$ cat src/idsa_pkg.sv
// Types, codes and opcode decode for the issue decode and station allocation unit.
// No dependencies; imported by the top level.
`default_nettype none

package idsa_pkg;

	typedef enum logic [2:0] {
		UNIT_IALU   = 3'd0,
		UNIT_IMUL   = 3'd1,
		UNIT_FALU   = 3'd2,
		UNIT_FMUL   = 3'd3,
		UNIT_LOAD   = 3'd4,
		UNIT_STORE  = 3'd5,
		UNIT_BRANCH = 3'd6,
		UNIT_NONE   = 3'd7
	} unit_t;

	localparam logic [2:0] ALLOC_NONE    = 3'd0;
	localparam logic [2:0] ALLOC_COMPARE = 3'd7;

	localparam logic [3:0] ST_SB0     = 4'd0;
	localparam logic [3:0] ST_SB1     = 4'd1;
	localparam logic [3:0] ST_LB0     = 4'd2;
	localparam logic [3:0] ST_LB1     = 4'd3;
	localparam logic [3:0] ST_LB2     = 4'd4;
	localparam logic [3:0] ST_IALU0   = 4'd5;
	localparam logic [3:0] ST_IALU1   = 4'd6;
	localparam logic [3:0] ST_FALU0   = 4'd7;
	localparam logic [3:0] ST_IMUL0   = 4'd8;
	localparam logic [3:0] ST_FMUL0   = 4'd9;
	localparam logic [3:0] ST_BRANCH0 = 4'd10;
	localparam logic [3:0] ST_NONE    = 4'hF;

	localparam int unsigned NUM_STATIONS = 11;

	localparam logic [7:0] OP_BRANCH_ALWAYS = 8'h45;
	localparam logic [7:0] OP_SWI           = 8'h4C;
	localparam logic [7:0] OP_NOP           = 8'h4D;

	typedef struct packed {
		unit_t unit;
		logic  imm;
		logic  cmp;
		logic  mflags;
		logic  nflags;
	} decode_t;

	typedef struct packed {
		logic       stall_fetch;
		logic       rob_allocate;
		logic [3:0] source_station;
		logic       tag_write;
		logic       flags_tag_write;
		logic       modifies_flags;
		logic       needs_flags;
		logic       uses_immediate;
		logic       compare_only;
		logic       is_fp_alu;
		logic       is_fp_mul;
		logic [2:0] alloc_type;
	} result_t;

	// SWI, NOP and unknown opcodes fall through as UNIT_NONE.
	function automatic decode_t decode_op(input logic [7:0] op);
		decode_t d;
		d.unit   = UNIT_NONE;
		d.imm    = 1'b0;
		d.cmp    = 1'b0;
		d.mflags = 1'b0;
		d.nflags = 1'b0;
		priority if (op <= 8'h0D) begin
			d.unit   = (op == 8'h04 || op == 8'h05) ? UNIT_IMUL : UNIT_IALU;
			d.mflags = 1'b1;
		end else if (op >= 8'h0E && op <= 8'h1D) begin
			d.unit   = (op == 8'h12 || op == 8'h13) ? UNIT_IMUL : UNIT_IALU;
			d.imm    = 1'b1;
			d.mflags = 1'b1;
		end else if (op == 8'h1E || op == 8'h1F || op == 8'h22 ||
				(op >= 8'h29 && op <= 8'h30)) begin
			d.unit = UNIT_FALU;
		end else if (op == 8'h20 || op == 8'h21 || op == 8'h28) begin
			d.unit = UNIT_FMUL;
		end else if (op == 8'h23 || op == 8'h24 || op == 8'h27 ||
				(op >= 8'h53 && op <= 8'h5A)) begin
			d.unit = UNIT_FALU;
			d.imm  = 1'b1;
		end else if (op == 8'h25 || op == 8'h26 || op == 8'h52) begin
			d.unit = UNIT_FMUL;
			d.imm  = 1'b1;
		end else if (op == 8'h31 || op == 8'h32) begin
			d.unit = UNIT_IALU;
		end else if (op >= 8'h33 && op <= 8'h36) begin
			d.unit = UNIT_IALU;
			d.imm  = 1'b1;
		end else if (op >= 8'h37 && op <= 8'h3E) begin
			d.unit   = UNIT_IALU;
			d.cmp    = 1'b1;
			d.mflags = 1'b1;
			d.imm    = (op >= 8'h3B);
		end else if (op >= 8'h3F && op <= 8'h44) begin
			d.unit   = UNIT_FALU;
			d.cmp    = 1'b1;
			d.mflags = 1'b1;
			d.imm    = (op >= 8'h42);
		end else if (op == OP_BRANCH_ALWAYS) begin
			d.unit = UNIT_BRANCH;
		end else if (op >= 8'h46 && op <= 8'h4B) begin
			d.unit   = UNIT_BRANCH;
			d.nflags = 1'b1;
		end else if (op == 8'h4E || op == 8'h50) begin
			d.unit = UNIT_LOAD;
		end else if (op == 8'h4F || op == 8'h51) begin
			d.unit = UNIT_STORE;
		end else begin
			d.unit = UNIT_NONE;
		end
		if (op == 8'h02 || op == 8'h03 || op == 8'h10 || op == 8'h11) begin
			d.nflags = 1'b1;
		end
		return d;
	endfunction

endpackage

`default_nettype wire

$ cat src/issue_decode_and_station_alloc_unit.sv
// Issue decode and reservation station allocation, one word per cycle.
// Depends on idsa_pkg.
//
// channel   | handshake            | word
// ----------+----------------------+------------------------------------------
// issue in  | start, busy (always 0)| inst_ready, opcode, rob_full, station_busy
// result    | done (one cycle)     | stall_fetch ... alloc_type
//
// Stages: input register, decode and priority grant, result register.
// A new word is taken every cycle; busy is never raised.
// Reset clears the valid flags only; no result follows a reset.
// The receiver cannot stall: each result shows for exactly one cycle.
`default_nettype none

module issue_decode_and_station_alloc_unit (
	input  wire logic        clk,
	input  wire logic        arst_n,
	input  wire logic        start,
	output logic             busy,
	input  wire logic        inst_ready,
	input  wire logic [7:0]  opcode,
	input  wire logic        rob_full,
	input  wire logic [10:0] station_busy,
	output logic             done,
	output logic             stall_fetch,
	output logic             rob_allocate,
	output logic [3:0]       source_station,
	output logic             tag_write,
	output logic             flags_tag_write,
	output logic             modifies_flags,
	output logic             needs_flags,
	output logic             uses_immediate,
	output logic             compare_only,
	output logic             is_fp_alu,
	output logic             is_fp_mul,
	output logic [2:0]       alloc_type
);
	import idsa_pkg::*;

	logic                    valid_s1;
	logic                    inst_ready_s1;
	logic [7:0]              opcode_s1;
	logic                    rob_full_s1;
	logic [NUM_STATIONS-1:0] busy_s1;

	decode_t                 dec;
	logic [NUM_STATIONS-1:0] free;
	logic                    found;
	logic [3:0]              grant;
	result_t                 res;

	logic                    done_s2;
	result_t                 res_s2;

	assign busy = 1'b0;

	always_ff @(posedge clk or negedge arst_n) begin
		if (!arst_n) begin
			valid_s1 <= 1'b0;
		end else begin
			valid_s1 <= start & ~busy;
		end
	end

	always_ff @(posedge clk) begin
		if (start & ~busy) begin
			inst_ready_s1 <= inst_ready;
			opcode_s1     <= opcode;
			rob_full_s1   <= rob_full;
			busy_s1       <= station_busy;
		end
	end

	assign dec  = decode_op(opcode_s1);
	assign free = ~busy_s1;

	always_comb begin
		found = 1'b0;
		grant = ST_SB0;
		unique case (dec.unit)
			UNIT_IALU: begin
				if (free[ST_IALU0]) begin
					found = 1'b1;
					grant = ST_IALU0;
				end else if (free[ST_IALU1]) begin
					found = 1'b1;
					grant = ST_IALU1;
				end
			end
			UNIT_IMUL: begin
				found = free[ST_IMUL0];
				grant = ST_IMUL0;
			end
			UNIT_FALU: begin
				found = free[ST_FALU0];
				grant = ST_FALU0;
			end
			UNIT_FMUL: begin
				found = free[ST_FMUL0];
				grant = ST_FMUL0;
			end
			UNIT_LOAD: begin
				if (free[ST_LB0]) begin
					found = 1'b1;
					grant = ST_LB0;
				end else if (free[ST_LB1]) begin
					found = 1'b1;
					grant = ST_LB1;
				end else if (free[ST_LB2]) begin
					found = 1'b1;
					grant = ST_LB2;
				end
			end
			UNIT_STORE: begin
				if (free[ST_SB0]) begin
					found = 1'b1;
					grant = ST_SB0;
				end else if (free[ST_SB1]) begin
					found = 1'b1;
					grant = ST_SB1;
				end
			end
			UNIT_BRANCH: begin
				found = free[ST_BRANCH0];
				grant = ST_BRANCH0;
			end
			UNIT_NONE: begin
				found = 1'b0;
				grant = ST_NONE;
			end
			default: begin
				found = 1'b0;
				grant = ST_SB0;
			end
		endcase
	end

	always_comb begin
		res = '0;
		if (!inst_ready_s1) begin
			res.stall_fetch = 1'b1;
		end else begin
			res.modifies_flags = dec.mflags;
			res.needs_flags    = dec.nflags;
			res.uses_immediate = dec.imm;
			res.compare_only   = dec.cmp;
			res.is_fp_alu      = (dec.unit == UNIT_FALU);
			res.is_fp_mul      = (dec.unit == UNIT_FMUL);
			res.alloc_type     = dec.cmp ? ALLOC_COMPARE :
				((dec.unit == UNIT_NONE) ? ALLOC_NONE : dec.unit);
			priority if (rob_full_s1) begin
				res.stall_fetch = 1'b1;
			end else if (dec.unit == UNIT_NONE) begin
				res.rob_allocate   = 1'b1;
				res.source_station = ST_NONE;
			end else if (!found) begin
				res.stall_fetch = 1'b1;
			end else begin
				res.rob_allocate    = 1'b1;
				res.source_station  = grant;
				res.tag_write       = ~dec.cmp && dec.unit != UNIT_STORE &&
					dec.unit != UNIT_BRANCH;
				res.flags_tag_write = dec.mflags;
			end
		end
	end

	always_ff @(posedge clk or negedge arst_n) begin
		if (!arst_n) begin
			done_s2 <= 1'b0;
		end else begin
			done_s2 <= valid_s1;
		end
	end

	always_ff @(posedge clk) begin
		if (valid_s1) begin
			res_s2 <= res;
		end
	end

	assign done            = done_s2;
	assign stall_fetch     = res_s2.stall_fetch;
	assign rob_allocate    = res_s2.rob_allocate;
	assign source_station  = res_s2.source_station;
	assign tag_write       = res_s2.tag_write;
	assign flags_tag_write = res_s2.flags_tag_write;
	assign modifies_flags  = res_s2.modifies_flags;
	assign needs_flags     = res_s2.needs_flags;
	assign uses_immediate  = res_s2.uses_immediate;
	assign compare_only    = res_s2.compare_only;
	assign is_fp_alu       = res_s2.is_fp_alu;
	assign is_fp_mul       = res_s2.is_fp_mul;
	assign alloc_type      = res_s2.alloc_type;

endmodule

`default_nettype wire

$ cat config.mk
export PLATFORM = sky130hd
export DESIGN_NAME = issue_decode_and_station_alloc_unit
export DESIGN_NICKNAME = d
export VERILOG_FILES = /design/src/idsa_pkg.sv /design/src/issue_decode_and_station_alloc_unit.sv
export SDC_FILE = /design/constraint.sdc
export NUM_CORES = 1
export LEC_CHECK = 0
export BUFFER_PORTS_ARGS = -buffer_cell sky130_fd_sc_hd__buf_2
export CORE_MARGIN = 1.5
export CORE_UTILIZATION = 40
export CTS_CLUSTER_DIAMETER = 150
export CTS_CLUSTER_SIZE = 20
export DETAILED_ROUTE_END_ITERATION = 8
export MAX_ROUTING_LAYER = met4
export PLACE_DENSITY = 0.62
export SKIP_CTS_REPAIR_TIMING = 1
export SLEW_MARGIN = 10
export SYNTH_ARGS = -nofsm -noshare
export SYNTH_HDL_FRONTEND = slang
export SYNTH_SLANG_ARGS = --single-unit
$ cat constraint.sdc
create_clock -name clk -period 3.7 [get_ports clk]
set_input_delay 0.37 -clock clk [delete_from_list [all_inputs] [get_ports clk]]
set_output_delay 0.37 -clock clk [all_outputs]
set_load 0.03 [all_outputs]
Yosys cells after proc, flatten, opt, wreduce, memory -nomap -nowiden. Cells that the tools add are included.

Register bits after elaboration: 40. Latch bits: 0. RAM bits: 0. Bits in read-only memories: 0. Input bits: 24. Output and inout port bits: 19. Logic and storage cells: 178. Memories: 0.

Add/subtract/negate cells: 0. $mul: 0. Divide/modulo/power cells: 0. $lt $le $gt $ge: 17. Eq/ne operators: 36. Shift-type cells: 0. Multiplexer cells: 72. Bitwise operators: 4. Reduce and logical (&&, ||, !) cells: 31.

Operators with widths (count): 8-bit by 6-bit == test with 1-bit output (second input constant) (11); 4-bit two-way mux (15); 3-bit two-way mux (19); 6-bit two-way mux (9); 8-bit by 5-bit == test with 1-bit output (second input constant) (6); 8-bit by 7-bit == test with 1-bit output (second input constant) (6); 8-bit by 6-bit >= comparator with 1-bit output (second input constant) (5); 4-bit one-hot mux with 7 select lines (1); 8-bit by 7-bit >= comparator with 1-bit output (second input constant) (3); 8-bit by 6-bit less-or-equal comparator with 1-bit output (second input constant) (3); 8-bit by 7-bit less-or-equal comparator with 1-bit output (second input constant) (3); 1-bit two-way mux (24); 1-bit logical OR (18); 8-bit by 2-bit == test with 1-bit output (second input constant) (2); 8-bit by 3-bit == test with 1-bit output (second input constant) (2); 3-bit == test (second input constant) (4); 11-bit inverter (1); 1-bit logical AND (9); 8-bit by 4-bit >= comparator with 1-bit output (second input constant) (1); 8-bit by 4-bit less-or-equal comparator with 1-bit output (second input constant) (1); 8-bit by 5-bit less-or-equal comparator with 1-bit output (second input constant) (1); 1-bit one-hot mux with 8 select lines (1); 7-bit two-way mux (1); 3-bit by 2-bit == test with 1-bit output (second input constant) (2); 8 further kinds (12).

Depth between registers and ports, before layout. Gate-level depths: netlist of the first run.

Depth after elaboration: 37. Gate-level depth with buffers: 10. Mapped depth without buffers: 8.

Worst setup path after synthesis of the first run. Ideal clock, no wire load.

Path type: reg-to-reg. Start point: reg opcode_s1[7]. End point: reg res_s2, in the netlist source_station[1] (data pin). Arrival time: 2303 ps. Setup slack: 1125 ps. Cell stages (with the launch flop): 10. Buffers on the path: 1. Cells stage by stage: edfxtp_1 clkbuf_1 or4b_4 o32ai_1 a21oi_1 and2_1 a21oi_2 o31ai_2 a211oi_4 a311oi_2.

Longest elaborated chain between the ends: 35. Elaborated cells on any way between the ends: 103. Those cells by class: 15 x order compare; 30 x eq/ne; 35 x mux; 23 x reduce/logical.

RTL lines: from (decl) (line issue_decode_and_station_alloc_unit.sv:42) `logic [7:0] opcode_s1;`; from (signal assigned) (line issue_decode_and_station_alloc_unit.sv:68) `opcode_s1 <= opcode;`; branches (longest 30 deep; another with 8-bit by 7-bit >= comparator with 1-bit output); 3-bit two-way mux (*) (line idsa_pkg.sv:71) `priority if (op <= 8'h0D) begin`; 3-bit == test, or another cell as far along (line issue_decode_and_station_alloc_unit.sv:80, issue_decode_and_station_alloc_unit.sv:153); 1-bit one-hot mux with 8 select lines or 4-bit one-hot mux with 7 select lines (tied branches) (line issue_decode_and_station_alloc_unit.sv:80) `unique case (dec.unit)`; 7-bit two-way mux (line issue_decode_and_station_alloc_unit.sv:156) `end else if (!found) begin`; 5-bit two-way mux (*) (line issue_decode_and_station_alloc_unit.sv:153) `end else if (dec.unit == UNIT_NONE) begin`; to (signal assigned) (line issue_decode_and_station_alloc_unit.sv:178) `res_s2 <= res;`; to (decl) (line issue_decode_and_station_alloc_unit.sv:53) `result_t res_s2;`.

Mark *: on every way between the ends. The select of a mux whose other input is x is not followed. A chain may end at the register's enable or synchronous reset.

Worst setup path after layout of the first run.
Start point: reg opcode_s1[4]. End point: reg res_s2, in the netlist source_station[3] (data pin).

The elaborated chain is that of the path after synthesis.

==> results of run 1 <==
-- sequential cells by signal, summed over array words and instances (netlist names), 3 cells and up --
name            flops
busy_s1            11
opcode_s1           8
source_station      4
alloc_type          3
-- logic make-up after synthesis --
logic type / count (synthesis)
compound gates: 53
xor+xnor: 4
buf+inv: 17
flops: 40
mux: 1
other cells: 1
simple gates: 81
-- cell usage in the layout, fill, tap and decap left out, types with 3 or more instances in the layout --
master,instances
a21oi_1,10
a31oi_1,5
and2_1,3
buf_2,41
clkbuf_8,5
edfxtp_1,38
inv_1,3
nand2_1,10
nand2b_1,6
nand3_1,4
nor2_1,14
nor2b_1,5
nor3_1,9
nor4_1,4
o21a_1,4
o21ai_0,6
o22ai_1,7
xnor2_1,3
-- metrics by stage --
stage	cell area (um2)	util	worst slack (ns)	power (mW)
finish	2560	0.490	0.694	1.15
global route	2560	0.490	0.477	1.20
CTS	2550	0.488	0.739	1.16
detailed placement	2440	0.467	0.764	0.803
global placement	2440	0.467	0.706	0.802
floorplan	2220	-	1.13	0.747
-- report_power, final --
group	total, mW	switching (mW)	leakage [nW]	internal, mW
registers	0.589	0.0459	0.392	0.543
clock network	0.355	0.155	0.0558	0.200
logic	0.208	0.128	0.470	0.0806
total	1.15	0.329	0.918	0.823
-- Yosys cell counts, drive strengths merged (2+ instances only) --
| master | instances |
|---|---|
| a21oi | 11 |
| a31oi | 5 |
| a41oi | 2 |
| and2 | 4 |
| buf | 10 |
| clkbuf | 4 |
| dfrtp | 2 |
| edfxtp | 38 |
| inv | 3 |
| nand2 | 11 |
| nand2b | 6 |
| nand3 | 4 |
| nand3b | 2 |
| nand4 | 2 |
| nor2 | 14 |
| nor2b | 5 |
| nor3 | 11 |
| nor3b | 2 |
| nor4 | 4 |
| o21a | 4 |
| o21ai | 7 |
| o22ai | 7 |
| o31ai | 3 |
| or2 | 2 |
| or3 | 2 |
| or3b | 2 |
| or4 | 2 |
| or4b | 2 |
| xnor2 | 3 |
-- per-layer routing --
layer	GRT usage	wire length (um)	up-vias
met4	0.0709	102	0
li1	-	-	825
met5	-	0	-
met2	0.231	1990	81
met1	0.217	2050	784
met3	0.0412	314	10
-- layout make-up --
type	count	area, um2
fillers	469	2670
flip-flops and latches	40	1190
multi-input cells	140	948
repair buffers	42	215
well taps	70	87.6
clock buffers	5	68.8
clock inverters	3	42.5
inverters	3	11.3
-- worst paths after layout --
check                              from                 to  slack, ns  cells past startpoint
min in group asynchronous        arst_n               done       0.38                      2
min reg2reg                  busy_s1[0]  source_station[0]       0.67                      2
max in group asynchronous        arst_n           valid_s1       3.23                      2
max reg2reg                opcode_s1[4]  source_station[3]       0.69                      8
max                        opcode_s1[4]  source_station[3]       0.69                      8
min                           opcode[5]       opcode_s1[5]       0.24                      1
-- worst reg2reg max path: stages, from the launching register on --
cell,delay (ns)
edfxtp_1,0.62
or4b_4,0.64
o32ai_1,0.29
a21oi_1,0.14
and2_1,0.28
a21oi_2,0.17
o31ai_2,0.11
a211oi_4,0.39
nor4_1,0.09
==> results.cfg, run 1 <==
[pwr]
leakage_nw = 0.918
irDropWorstVdd_mv = 0.282
p_per_area_mw_per_mm2 = 449

[sta]
report.final.slew_viol_count = 0
finalHoldViolCount = 0
timing.max_slew.rel_slack = 0.530
crit_share_post_route = 0.812
setup_viol_count_final = 0
timing.fmax_mhz = 333
period_minus_slack_ns = 3.01
max_slew.worst_pin.slew_ns = 0.706
worst_hold_margin_ns = 0.237
finalClockSkew_ns = 0.0129
setup_tns_ns = 0
grt_setup_unrepaired = false

[final_layout]
design.final.nets = 256
area_growth_pct = 15.4
fraction_of_final_layout_cells_with_drive_strength_greater_than_1 = 0.292
instances_no_fill = 303
insertedDiodeCount = 0

[critical_path]
critPathTopFamily = compound AO/OA/AOI/OAI gates
timing.critical_path.fanout_max = 17
critical_path_start_type = flop
critical_path_required_ns = 3.73
critical_path.n_buffers_inverters = 0
timing.setup.critical_path_class = flop to flop
timing.critical_path.arrival_ns = 3.04
path_cells = or4b_4, o32ai_1, a21oi_1, and2_1, a21oi_2, o31ai_2, a211oi_4, nor4_1
critical_path_end_type = flop
cpMaxStageDelayCell = or4b_4
slowest_delay_ns = 0.64

[global_routing]
grt_antenna_before_repair = 0
grt_start_max_net_pins = 24
global_route.usage.total = 0.162
first_pass_grt_wire_length_um = 7340
global_route.overflow_total = 0
first_global_vias = 1468

[logic_synthesis]
synth_top_family_by_area = simple AND/OR/NAND/NOR gates
post_synthesis_adder_cell_area_fraction = 0
synth_nets = 221
yosys.area_share.simple = 0.223
synth.ff_latch_count = 40
synth_top_cell_area_share = 0.514
ys_dominant_reg_cell = edfxtp_1
synth.avg_cell_area_um2 = 11.3
syn-instance-count = 197
synth_sequential_area_ratio = 0.536
synth_edf_count = 38
synth_async_sr_flop_share = 0.0500
synth-compound-area-share = 0.182
netlist.top_cell.by_area = edfxtp_1
post_synth_instance_area_mm2 = 0.00222
synth_mux_area_frac = 0.00450
xor_xnor_portion_of_the_synthesized_cell_area = 0.0158
netlist-cell-type-count = 64
cells_taking_the_most_area_after_synthesis = edfxtp_1 51%, nor2_1 2.4%, a21oi_1 2.3%, dfrtp_1 2.3%, nor3_1 2.0%
ys.warnings.count = 0

[job]
maxCapViolCount = 0

[detailed_routing]
detail-route-antenna-nets = 0
vias_per_cell = 5.61
route.detailed.wl_per_inst_um = 14.7
drt_drc_violations_left = 0
detail_route.first_pass.iterations = 4
vias = 1700
drt_iter0_markers = 181
finalWirelength_um = 4460

[clocking]
clock_tree_from_tritoncts = yes
ctsHtreeMaxLevel = 2
numClockSinks = 40
clock_insertion_delay_worst_skew_ns = 0.30
clk_transition_reported_paths_ns = 0.08
clock_path_buffers = 2
cts_root_buf = clkbuf_8
numCtsBuffers = 5

[run_status]
outcome = completed

[die]
die_h_um = 77.5
io-pin-count = 43
die_outline_area_mm2 = 0.00601
design.core.area_mm2 = 0.00524
floorplan.die.width_um = 77.5
num_rows = 26
initial_core_util = 0.424

[place]
post-place-cells = 294
post-dp-hpwl_um = 3120
port_buffers = 41
place.gp.congestion = 0.950

[worst_hold_path]
hp-class = input pin to flop
(Power assumes the default switching activity.)
==> inputs of run 2 (changes only) <==
- PLACE_DENSITY: 0.62 -> 0.64
- clock period: 3.7 -> 2.6 ns (I/O delays scaled with it)
==> run 2 against run 1 <==
The run now ends with setup timing left. Non-clock buffer count grew 37. Clock power grew 12%. Clock-buffer cell count is the same. First-iteration DRC count shrank 42%. Final cell count grew 12%. Fmax grew 15%. Utilization grew 7.3 points. Register-to-register slack lost 0.72 ns. Critical path type unchanged.
==> results.cfg, run 2 (synthesized netlist as in run 1, its figures left out) <==
[critical_path]
timing.rr.end = rob_allocate
timing.setup.critical_path_class = flop to flop
critical_path_start_type = flop
critPathTopFamily = compound AO/OA/AOI/OAI gates
rrSetupSlack_ns = -0.02
path_cells = buf_6, or4b_4, o32ai_2, a21oi_2, buf_4, and2_4, nand2_4, a2111oi_4, a211oi_4, inv_1
r2r-start = opcode_s1[6]
slowest_delay_ns = 0.48
critical_path_required_ns = 2.63
timing.critical_path.fanout_max = 7
critical_path_end_type = flop
critical_path.n_buffers_inverters = 3
reg2regPathDepth = 10
timing.critical_path.arrival_ns = 2.66
cpMaxStageDelayCell = edfxtp_1

[die]
io-pin-count = 43
initial_core_util = 0.424
floorplan.die.width_um = 77.5
die_h_um = 77.5
num_rows = 26
design.core.area_mm2 = 0.00524
die_outline_area_mm2 = 0.00601

[run_status]
failed_checks = setup timing
outcome = finished, violations left

[final_layout]
layout.cells.most_common_list = 41 x buf_2, 38 x edfxtp_1, 32 x buf_4
largest_register = busy_s1
insertedDiodeCount = 0
fraction_of_final_layout_cells_with_drive_strength_greater_than_1 = 0.448
area_growth_pct = 32.5
design.final.nets = 293
largest_register_ffs = 11
mostFrequentLayoutCell = buf_2

[pwr]
switching_power_uw = 489
leakage_nw = 1.11
p_per_area_mw_per_mm2 = 552
p_clk_frac = 0.245
seq_power_share = 0.495
irDropWorstVdd_mv = 0.391
power_switching_share = 0.301
cellInternalPower_mw = 1.14
comb_power_share = 0.260

[sta]
crit_share_post_route = 1.01
setup_viol_count_final = 4
report.final.slew_viol_count = 0
timing.fmax_mhz = 381
finalHoldViolCount = 0
period_minus_slack_ns = 2.62
max_slew.worst_pin.slew_ns = 0.667
setup_tns_ns = -0.0422
timing.max_slew.rel_slack = 0.555
worst_hold_margin_ns = 0.133
worst_slack_ns = -0.0233
finalClockSkew_ns = 0.00877
grt_setup_unrepaired = true

[worst_hold_path]
hp-class = input pin to flop
whs_path_depth = 1
min-delay-start = station_busy[10]
min_to = busy_s1[10]

[global_routing]
global_route.usage.met3 = 0.0365
grt.busiest_layer = met2
global_route.usage.total = 0.163
first_pass_grt_wire_length_um = 7420
grt_start_max_net_pins = 23
global_route.overflow_total = 0
met2_usage = 0.246
grt_antenna_before_repair = 0
globalRouteMet1Util = 0.219
first_global_vias = 1536

[detailed_routing]
drt_iter0_markers = 105
route.detailed.wl_per_inst_um = 14.2
detail_route.first_pass.iterations = 4
finalWirelength_um = 4840
vias_per_cell = 5.41
drt_drc_violations_left = 0
detail-route-antenna-nets = 0
vias = 1841

[clocking]
clock_insertion_delay_worst_skew_ns = 0.29
clk_transition_reported_paths_ns = 0.08
ctsHtreeMaxLevel = 2
cts_root_buf = clkbuf_8
clock_path_buffers = 2
numClockSinks = 40
clock_tree_from_tritoncts = yes
numCtsBuffers = 5

[job]
maxCapViolCount = 0

[place]
preCtsSetupSlack_ns = -0.0220
place.gp.congestion = 0.933
port_buffers = 41
post-dp-hpwl_um = 3440
[run 2: changes by cell type in the layout (fill, tap and decap cells not counted), sizes merged]
cell,before,now
buf,41,77
bufinv,1,0
clkbuf,5,6
clkinv,2,1
clkinvlp,0,2
[run 2: final cells by class]
type	instances	area, um2
fillers	447	2290
flip-flops and latches	40	1190
multi-input cells	140	1050
repair buffers	79	514
well taps	70	87.6
clock buffers	5	68.8
clock inverters	3	18.8
inverters	3	11.3
[run 2: metrics by stage]
stage	instances	power (mW)	cell area (um2)	utilization
after CTS	328	1.59	2740	0.523
final	340	1.63	2950	0.562
after detailed placement	320	1.19	2650	0.506
after global routing	340	1.71	2950	0.562
after global placement	320	1.19	2650	0.506
after floorplan	197	1.06	2220	-
[run 2: layer usage]
layer | vias to the layer above | routed length (um)
li1 | 898 | -
met1 | 849 | 2110
met2 | 86 | 2290
met3 | 8 | 372
met4 | 0 | 64
met5 | - | 0
[run 2: power groups by stage]
stage / logic [mW] / registers [mW] / clock network [mW]
after floorplan: 0.193 / 0.870 / 0
after global placement: 0.368 / 0.820 / 0
after detailed placement: 0.369 / 0.822 / 0
after CTS: 0.370 / 0.808 / 0.410
after global routing: 0.454 / 0.812 / 0.444
final: 0.423 / 0.805 / 0.399
[run 2: worst max-delay path by stage]
| stage | end | cells after the start | start |
|---|---|---|---|
| after CTS | tag_write | 7 | opcode_s1[6] |
| after global placement | tag_write | 7 | opcode_s1[6] |
| after global routing | rob_allocate | 10 | opcode_s1[6] |
| final | rob_allocate | 10 | opcode_s1[6] |
| after floorplan | source_station[1] | 9 | opcode_s1[7] |
| after detailed placement | tag_write | 7 | opcode_s1[6] |
==> inputs of run 3 (changes only) <==
- CELL_PAD_IN_SITES_DETAIL_PLACEMENT: not set -> 1
- CELL_PAD_IN_SITES_GLOBAL_PLACEMENT: not set -> 2
- CORE_UTILIZATION: 40 -> 32
- GPL_TIMING_DRIVEN: not set -> 0
- PLACE_DENSITY: 0.64 -> 0.76
==> run 3 against run 2 <==
The run still ends with setup timing left. Sequential power about the same. Register-to-register slack worse by 0.096 ns. Sequential cell count is the same. Utilization is 13 points lower. Combinational power is 3% higher. Worst hold slack worse by 0.0066 ns. Setup slack got worse by 0.096 ns. First-iteration DRC count is 40% higher. Critical path type unchanged.
==> results.cfg, run 3 (synthesized netlist as in run 1, its figures left out) <==
[sta]
worst_hold_margin_ns = 0.127
grt_setup_unrepaired = true
max_slew.worst_pin.slew_ns = 0.742
finalClockSkew_ns = 0.0130
setup_tns_ns = -0.583
setup_viol_count_final = 7
timing.max_slew.rel_slack = 0.505
period_minus_slack_ns = 2.72
timing.fmax_mhz = 368
report.final.slew_viol_count = 0
crit_share_post_route = 1.05
finalHoldViolCount = 0
worst_slack_ns = -0.119

[critical_path]
critical_path_end_type = flop
timing.rr.end = source_station[1]
timing.critical_path.arrival_ns = 2.76
timing.setup.critical_path_class = flop to flop
critical_path_required_ns = 2.64
worstSetupEndpoint = source_station[1]
rrSetupSlack_ns = -0.12
worst_setup_sp = opcode_s1[4]
reg2regPathDepth = 10
r2r-start = opcode_s1[4]
timing.critical_path.fanout_max = 5
critical_path_start_type = flop

[die]
initial_core_util = 0.329
floorplan.die.width_um = 86.3
die_outline_area_mm2 = 0.00745
num_rows = 30
design.core.area_mm2 = 0.00676
io-pin-count = 43
die_h_um = 86.3

[detailed_routing]
finalWirelength_um = 6040
drt_drc_violations_left = 0
detail_route.first_pass.iterations = 4
detail-route-antenna-nets = 0
route.detailed.wl_per_inst_um = 17.7
drt_iter0_markers = 147
vias_per_cell = 5.61
vias = 1918

[final_layout]
area_growth_pct = 32.8
nFillCells = 768
mostFrequentLayoutCell = buf_2
design.final.nets = 285
post-route-util = 0.437
largest_register = busy_s1
insertedDiodeCount = 0
layout.cells.most_common_list = 44 x buf_2, 38 x edfxtp_1, 16 x buf_4
largest_register_ffs = 11
instances_no_fill = 342
final_area_mm2 = 0.00295
fraction_of_final_layout_cells_with_drive_strength_greater_than_1 = 0.431

[clocking]
clock_path_buffers = 2
cts_root_buf = clkbuf_8
ctsHtreeMaxLevel = 2
numCtsBuffers = 5
clock_tree_from_tritoncts = yes
clk_transition_reported_paths_ns = 0.09
numClockSinks = 40
clock_insertion_delay_worst_skew_ns = 0.30

[run_status]
outcome = finished, violations left
failed_checks = setup timing

[pwr]
p_per_area_mw_per_mm2 = 606
leakage_nw = 1.08
irDropWorstVdd_mv = 0.348

[job]
maxCapViolCount = 0

[global_routing]
global_route.usage.total = 0.161
first_pass_grt_wire_length_um = 9010
grt_antenna_before_repair = 0
grt_start_max_net_pins = 23
first_global_vias = 1751
global_route.overflow_total = 0

[place]
post-place-cells = 318
dpl-instance-area_mm2 = 0.00253
port_buffers = 41
place.gp.congestion = 0.885
post-dp-hpwl_um = 4060

[worst_hold_path]
hp-class = input pin to flop
[run 3: cell type report]
type / instances / area, um2 / area share
sequential: 40 / 1190 / 0.404
multi-input combinational: 140 / 1090 / 0.371
timing repair buffer: 57 / 335 / 0.114
tap: 80 / 100 / 0.0339
buffer: 14 / 96.3 / 0.0327
clock buffer: 6 / 82.6 / 0.0280
clock inverter: 2 / 38.8 / 0.0131
inverter: 3 / 11.3 / 0.00382
[run 3: worst max-delay path, stage by stage, from the launching register on]
cell and delay, ns:
edfxtp_1 0.46, buf_6 0.17, or4b_4 0.56, o32ai_4 0.30, a21oi_4 0.08, and2_4 0.20, a21oi_4 0.14, o31ai_4 0.10
a211oi_4 0.24, buf_6 0.15, a311oi_2 0.04
[run 3: worst min-delay path by stage]
stage / startpoint / endpoint / slack, ns / cells after the start
floorplan: arst_n / done / -0.04 / 0
global placement: arst_n / done / 0.05 / 1
detailed placement: arst_n / valid_s1 / 0.05 / 1
CTS: arst_n / valid_s1 / -0.28 / 1
global route: station_busy[2] / busy_s1[2] / 0.12 / 1
finish: station_busy[10] / busy_s1[10] / 0.13 / 1
[run 3: through the flow]
stage | total power [mW] | setup WS (ns)
floorplan | 1.06 | 0.0255
global placement | 1.16 | -0.431
detailed placement | 1.17 | -0.426
CTS | 1.72 | -0.420
global route | 1.86 | -0.217
finish | 1.79 | -0.119
[run 3: routing by layer]
layer	track usage	vias up	wire, um	part of all wire
li1	-	887	-	-
met1	0.219	951	2650	0.44
met2	0.244	72	2970	0.49
met3	0.0257	8	340	0.056
met4	0.0587	0	87	0.014
met5	-	-	0	0
[run 3: power by group]
group	switching (mW)	internal, mW
Combinational	0.266	0.170
Sequential	0.0306	0.772
Clock	0.234	0.314
Total	0.531	1.26
